File: config.mk
export PLATFORM = sky130hd
export DESIGN_NAME = tcf_cordic
export DESIGN_NICKNAME = d
export VERILOG_FILES = /design/src/design/tcf_pkg.sv /design/src/design/tcf_cordic.sv
export SDC_FILE = /design/constraint.sdc
export NUM_CORES = 1
export LEC_CHECK = 0
export BUFFER_PORTS_ARGS = -buffer_cell sky130_fd_sc_hd__buf_2
export CAP_MARGIN = 40
export CORE_UTILIZATION = 25
export DETAILED_ROUTE_END_ITERATION = 8
export GPL_TIMING_DRIVEN = 0
export PLACE_DENSITY = 0.4
export SLEW_MARGIN = 20
export SYNTH_ARGS = -nofsm -noshare
export SYNTH_HDL_FRONTEND = slang
export SYNTH_SLANG_ARGS = --single-unit
File: constraint.sdc
create_clock -name clk -period 9.8 [get_ports clk]
set_clock_uncertainty 0.1 [all_clocks]
set_input_delay 0.49 -clock clk [delete_from_list [all_inputs] [get_ports clk]]
set_output_delay 0.49 -clock clk [all_outputs]
set_load 0.005 [all_outputs]
File: src/design/tcf_pkg.sv
// ----------------------------------------------------------------------------
// tcf_pkg: shared types and constants of the tilt complementary filter
// Angle formats, the CORDIC arctangent table and a divide-by-125 helper.
// ----------------------------------------------------------------------------
`default_nettype none

package tcf_pkg;

  // CORDIC length; the arctangent table has 24 entries
  localparam int CORDIC_STEPS = 16;
  localparam int ATAN_ENTRIES = 24;
  localparam int CORDIC_ITERS = (CORDIC_STEPS < ATAN_ENTRIES) ? CORDIC_STEPS : ATAN_ENTRIES;
  localparam int IW           = (CORDIC_ITERS > 1) ? $clog2(CORDIC_ITERS) : 1;
  localparam int AIW          = $clog2(ATAN_ENTRIES);

  // CORDIC datapath widths: x/y hold raw*4096 plus gain, z holds Q16 degrees
  localparam int CW = 32;
  localparam int ZW = 26;
  localparam int AW = 25;  // accel angle output

  typedef logic signed [CW-1:0] cw_t;
  typedef logic signed [ZW-1:0] zw_t;
  typedef logic signed [AW-1:0] acc_t;

  localparam zw_t DEG90_Q16  = 26'sd5898240;
  localparam zw_t DEG180_Q16 = 26'sd11796480;

  // gyro weight, Q16
  localparam logic [16:0] W_ONE   = 17'd65536;
  localparam logic [16:0] W_RESET = 17'd65103;

  // ceil(2^23 / 125); exact floor(n/125) for any 16-bit n
  localparam logic [16:0] RECIP125 = 17'd67109;

  localparam logic signed [31:0] ANG_MAX = 32'sh7FFF_FFFF;
  localparam logic signed [31:0] ANG_MIN = 32'sh8000_0000;

  // CORDIC status toward the sequencer
  typedef struct packed {
    logic busy;
    logic done;
    acc_t angle;
  } cordic_res_t;

  // rounded Q16 degrees of atan(2^-i)
  function automatic zw_t atan_q16(input logic [AIW-1:0] idx);
    zw_t v;
    case (idx)
      5'd0:    v = 26'sd2949120;
      5'd1:    v = 26'sd1740967;
      5'd2:    v = 26'sd919879;
      5'd3:    v = 26'sd466945;
      5'd4:    v = 26'sd234379;
      5'd5:    v = 26'sd117304;
      5'd6:    v = 26'sd58666;
      5'd7:    v = 26'sd29335;
      5'd8:    v = 26'sd14668;
      5'd9:    v = 26'sd7334;
      5'd10:   v = 26'sd3667;
      5'd11:   v = 26'sd1833;
      5'd12:   v = 26'sd917;
      5'd13:   v = 26'sd458;
      5'd14:   v = 26'sd229;
      5'd15:   v = 26'sd115;
      5'd16:   v = 26'sd57;
      5'd17:   v = 26'sd29;
      5'd18:   v = 26'sd14;
      5'd19:   v = 26'sd7;
      5'd20:   v = 26'sd4;
      5'd21:   v = 26'sd2;
      5'd22:   v = 26'sd1;
      default: v = '0;
    endcase
    return v;
  endfunction

  // floor(n / 125) by reciprocal multiply
  function automatic logic [9:0] div125(input logic [15:0] n);
    logic [32:0] prod;
    prod = 33'(n) * 33'(RECIP125);
    return prod[32:23];
  endfunction

endpackage

`default_nettype wire

File: src/design/tcf_cordic.sv
// ----------------------------------------------------------------------------
// tcf_cordic: iterative vectoring CORDIC for atan2(y, z)
// One shift/add/sub step per cycle on shared x/y/z registers.
// ----------------------------------------------------------------------------
`default_nettype none

module tcf_cordic import tcf_pkg::*; (
  input  wire logic               clk,
  input  wire logic               rst,
  input  wire logic               start,
  input  wire logic signed [15:0] ay,
  input  wire logic signed [15:0] az,
  output cordic_res_t             res
);

  localparam logic [1:0] C_IDLE = 2'd0;
  localparam logic [1:0] C_ITER = 2'd1;
  localparam logic [1:0] C_FIN  = 2'd2;

  logic [1:0]    cstate;
  logic [IW-1:0] i;
  cw_t           x, y;
  zw_t           z;
  logic          zero_in;

  cw_t xs, ys, x0, y0;
  zw_t z0;
  cw_t dx, dy, x_next, y_next;
  zw_t a, z_next;

  assign xs = cw_t'(az) <<< 12;
  assign ys = cw_t'(ay) <<< 12;

  // bring the vector into the right half plane
  always_comb begin
    x0 = xs;
    y0 = ys;
    z0 = '0;
    if (xs[CW-1]) begin
      if (!ys[CW-1]) begin
        x0 = ys;
        y0 = -xs;
        z0 = DEG90_Q16;
      end else begin
        x0 = -ys;
        y0 = xs;
        z0 = -DEG90_Q16;
      end
    end
  end

  assign dx = y >>> i;
  assign dy = x >>> i;
  assign a  = atan_q16(AIW'(i));

  always_comb begin
    if (!y[CW-1]) begin
      x_next = x + dx;
      y_next = y - dy;
      z_next = z + a;
    end else begin
      x_next = x - dx;
      y_next = y + dy;
      z_next = z - a;
    end
  end

  always_ff @(posedge clk) begin
    if (rst) begin
      cstate   <= C_IDLE;
      res.busy <= 1'b0;
      res.done <= 1'b0;
    end else if (start) begin
      x        <= x0;
      y        <= y0;
      z        <= z0;
      zero_in  <= (ay == 16'sd0) && (az == 16'sd0);
      i        <= '0;
      cstate   <= C_ITER;
      res.busy <= 1'b1;
      res.done <= 1'b0;
    end else begin
      case (cstate)
        C_ITER: begin
          x <= x_next;
          y <= y_next;
          z <= z_next;
          i <= i + 1'b1;
          if (i == IW'(CORDIC_ITERS - 1)) begin
            cstate <= C_FIN;
          end
        end
        C_FIN: begin
          // zero input gives 0, else clamp overshoot to +-180 degrees
          if (zero_in) begin
            res.angle <= '0;
          end else if (z > DEG180_Q16) begin
            res.angle <= AW'(DEG180_Q16);
          end else if (z < -DEG180_Q16) begin
            res.angle <= AW'(-DEG180_Q16);
          end else begin
            res.angle <= AW'(z);
          end
          res.done <= 1'b1;
          res.busy <= 1'b0;
          cstate   <= C_IDLE;
        end
        default: begin
          cstate <= C_IDLE;
        end
      endcase
    end
  end

endmodule

`default_nettype wire

## Yosys cells after proc, flatten, opt, wreduce, memory -nomap -nowiden

Memories as Yosys holds them, arrays and structs flattened. A register that Yosys moved wholly into a read port is not among the register bits.
Cells that the tools add are included.

- Magnitude comparators: 2
- $add $sub $neg: 9
- Reduce and logical (&&, ||, !) cells: 12
- Bitwise operators: 3
- Eq/ne operators: 4
- Multiplexer cells: 26
- Shift-type cells: 2

Operators by type and width:

| kind | number |
|---|---|
| $mux 32 | 10 |
| $mux 26 | 5 |
| $mux 25 | 3 |
| $add 32x32->32 | 2 |
| $neg 28->32 | 2 |
| $sshr 32x4->32 | 2 |
| $sub 32x32->32 | 2 |
| $logic_not 16->1 | 2 |
| $mux 27 | 1 |
| $add 26x26->26 | 1 |
| $gt 26x25->1 const B | 1 |
| $lt 26x25->1 const B | 1 |
| $sub 26x26->26 | 1 |
| $mux 4 | 3 |
| $reduce_or 3->1 | 2 |
| $add 4x1->4 const B | 1 |
| $eq 4x4->1 const B | 1 |
| $reduce_and 2->1 | 2 |
| $reduce_bool 2->1 | 2 |
| $reduce_or 2->1 | 2 |
| $mux 1 | 3 |
| $ne 3x3->1 const B | 1 |
| $not 1->1 | 3 |
| $reduce_and 3->1 | 1 |
| other kinds (4) | 4 |

- Memory bits (read-only): 352
- Logic and storage cells: 71
- Register bits: 124
- Memories: 1

Memories:

| memory | depth | bits a word | rd ports | clocked after Yosys merged registers in | write ports | RTL line | source |
|---|---|---|---|---|---|---|---|
| (no name shown) | 16 | 22 | 1 | 1 | 0 | tcf_pkg.sv:48 | `case (idx)` |

## Logic depth before layout (Yosys ltp)

- Depth in word-level cells: 6
- Gate-level depth with buffers: 26

## Worst setup path before layout

No wires, ideal clock.

- Kind: input port to flip-flop
- From: input port rst
- To: register a[9] (netlist name)
- Buffers on the path: 1
- Library setup time: 147 ps
- Setup slack: 2408 ps
- Stages on the path: 6
- Arrival: 7146 ps
- Cell sequence: clkbuf_1 -> a21oi_1 -> a21oi_1 -> nand2_1 -> a21boi_0 -> o22ai_1

- Cells in the longest elaborated chain, start to end: 3

RTL lines:

| element | RTL line | source |
|---|---|---|
| start, declared | tcf_cordic.sv:9 | `input wire logic rst,` |
| $not 1->1 (no source line) | -- |  |
| $reduce_and 2->1 (no source line) | -- |  |
| $mux 4 (no source line) | -- |  |

No other way between the ends.
A chain may end at the register's enable or synchronous reset.

## Final worst setup path

- From: register i[0]
- To: register y[30], data pin

- Cells in the longest elaborated chain, start to end: 5
- Elaborated cells between the ends (all ways): 6
- Classes of those cells: add/sub (2); shift (1); mux (3)

RTL lines:

| element | RTL line | source |
|---|---|---|
| start, declared | tcf_cordic.sv:21 | `logic [IW-1:0] i;` |
| start signal, assigned | tcf_cordic.sv:88 | `i <= i + 1'b1;` |
| $sshr 32x4->32 (*) | tcf_cordic.sv:53 | `assign dy = x >>> i;` |
| $sub 32x32->32 or $add 32x32->32 (tied branches) | tcf_cordic.sv:59, tcf_cordic.sv:63 |  |
| $mux 32 (*) | tcf_cordic.sv:57 | `if (!y[CW-1]) begin` |
| $mux 32 (*) | tcf_cordic.sv:83 | `case (cstate)` |
| $mux 32 (*) | tcf_cordic.sv:73 | `end else if (start) begin` |
| end signal, assigned | tcf_cordic.sv:75 | `y <= y0;` |
| end signal, assigned | tcf_cordic.sv:86 | `y <= y_next;` |
| end, declared | tcf_cordic.sv:22 | `cw_t x, y;` |

Every way passes the cells marked *; elsewhere a longest branch is shown, timed or not. The select of a mux whose other input is x is not followed.

==> qor.yml <==
core_mm2: 0.0645
crit_arrival_ns: 8.68
rows: 93
p_leak_nw: 7.12
tns_ns: 0
postRouteAntennaNets: 0
max_freq_mhz: 117
postCtsSetupBuffers: 0
cts_tree: "yes"
grt_max_degree: 20
start_kind: "register"
cts.sinks: 146
cts_resized: 0
clk_transition_reported_paths_ns: 0.07
track_usage_pct: 20.3
yosys.cell_types.count: 90
synth-seq-cells: 146
synth_edf_count: 120
drc_errors: 0
power_mw: 4.44
hpwl_um: 54400
final-setup-viol-count: 0
numCtsBuffers: 17
first_pass_iters: 5
antenna_cells: 0
synth_ff_type: "edfxtp_1"
slew_headroom_pct: 43.3
power.density_mw_per_mm2: 239
wl_per_cell_um: 23.9
vias: 15100
grt_pass1_vias: 14800
async_reset_ff_share_pct: 0
syn_area_per_cell_um2: 8.82
syn-cell-area_mm2: 0.0163
fill_cells: 6937
period_share_pct: 87.3
initial_core_util_pct: 25.3
port_buffers: 58
syn_to_final_growth_pct: 14.1
synth_warnings: 0
status: "finished, final reports clean"
die_y_um: 257
cp_data_required_time_ns: 9.92
rsz0062_at_grt: "no"
reg2reg_slack_ns: 1.24
ir_worst_vdd_mv: 0.104
routabilityCongestion: 0.929
grt_pass1_wl_um: 99100
yosysSeqAreaShare_pct: 25.3
layout-drive-gt1-share_pct: 13.5
worst_hold_path_type: "in -> reg"
netlist_instances: 1848
antenna_found_initial: 2
die_w_um: 257
finalHoldViolCount: 0
clk_root_buffer_cell: "clkbuf_16"
die_area_mm2: 0.0662
fin_nets: 2089
end_kind: "register"
routed_wl_um: 67200
final-max-slew-violation-count: 0
criticalPathCategory: "reg -> reg"
clk_latency_ns: 0.51
finalCriticalPeriod_ns: 8.56
ctsHoldBuffers: 0
cts_max_path_buffers: 2
worst_slew_pin_slew_ns: 0.846
crit_fanout: 10
io_pins: 62
final_core_util_pct: 28.9
vias_per_cell: 5.37
htree_levels: 4
syn-num-nets: 1991
initialDrtViolationCount: 1198
gr-total-overflow: 0
cap_violations: 0
==> per-stage QoR <==
step,setup WS (ns),hold WS (ns),instances,area (um^2)
after floorplan,2.41,0.350,1848,16300
after global placement,-3.16,0.344,2761,17700
after detailed placement,1.40,0.349,2782,18000
after CTS,1.34,0.263,2814,18600
after global routing,0.756,0.313,2814,18600
final,1.24,0.297,2814,18600
==> routing by layer <==
metal	vias up	wire length [um]	global-route usage, %
li1	7175	-	-
met1	7381	32300	28.5
met2	457	28100	29.4
met3	108	3610	3.73
met4	0	3190	10.6
met5	-	0	0
==> registers in the layout (all words and copies together), names as in the netlist <==
register	cells
i	4
y	32
res	27
zero_in	1
z	26
cstate	2
x	32
a	22
==> where the power goes <==
group | total [mW] | internal [mW] | switching, mW | leakage, nW
clock | 0.699 | 0.362 | 0.337 | 0.286
sequential | 1.04 | 0.846 | 0.195 | 1.38
combinational | 2.70 | 1.15 | 1.55 | 5.46
total | 4.44 | 2.35 | 2.08 | 7.12
==> layout make-up <==
type	instances	area [um^2]	share of cell area (%)
plain buffers	99	464	2.50
clock buffers	17	425	2.29
clock inverters	15	168	0.901
inverters	59	221	1.19
multi-input cells	1544	11500	61.9
flip-flops and latches	146	4120	22.2
well taps	855	1070	5.75
repair buffers	79	623	3.35
==> cell usage in the layout, fill, tap and decap left out, types with 60 or more instances in the layout <==
cell,n
nand2_1,146
mux4_2,64
ha_1,105
edfxtp_1,120
buf_2,83
xor2_1,60
a21oi_1,136
nor2_1,165
xnor2_1,101
o21ai_0,116
==> cell usage after synthesis (all sizes together) (29+ instances only) <==
master  instances  area share [%]
nand3          42             1.3
xor2           60             3.2
nor2          165             3.8
o211ai         46             2.1
edfxtp        120              22
inv            58             1.3
mux2i          46             2.8
nand2b         29             1.1
a31oi          32             1.2
a21o           44             2.0
nand2         146             3.4
clkbuf         52             1.2
a21oi         137             4.2
mux4           64             8.8
ha            105             8.1
nor3           49             1.5
buf            47             1.6
o21ai         118             3.6
xnor2         101             5.4
o21a           35             1.6
mux2           32             2.2
and2           37             1.4
==> cells by family (layout without fill, tap and decap cells) <==
family | count (synthesis) | count (layout) | share of synthesized area (%)
AOI/OAI and AO/OA | 536 | 536 | 21.2
xor gates and xnor gates | 162 | 162 | 8.79
adders and majority gates | 108 | 108 | 8.43
buffers and inverters | 158 | 269 | 4.18
DFF | 146 | 146 | 25.3
muxes | 142 | 142 | 13.9
and+or+nand+nor | 596 | 596 | 18.2
==> final timing paths <==
path	startpoint	endpoint	depth (start not counted)
min reg2reg	res[25]$_SDFFE_PP0P_	res[25]$_SDFFE_PP0P_	2
max	i[0]$_SDFFCE_PP0P_	y[30]$_DFFE_PP_	24
max reg2reg	i[0]$_SDFFCE_PP0P_	y[30]$_DFFE_PP_	24
min	az[14]	x[26]$_DFFE_PP_	3
==> critical path, cell delays in order (launching register included) <==
cell and delay [ns]:
edfxtp_1 0.56, buf_4 0.30, buf_4 0.25, buf_2 0.32, buf_2 0.33, buf_2 0.37
buf_1 0.65, clkbuf_1 0.52, o211ai_1 0.17, o21ai_0 0.19, ha_1 0.29, nand3_1 0.18
nor3_2 0.45, nor2_1 0.10, xnor2_1 0.16, ha_1 0.38, and4_1 0.25, o211ai_1 0.10
o21ai_0 0.40, nor3b_1 0.51, o2111ai_1 0.25, a211o_1 0.37, o2111ai_1 0.28, mux2i_1 0.11
or4b_2 0.67
Note: power is estimated with default switching activity, not from simulation.
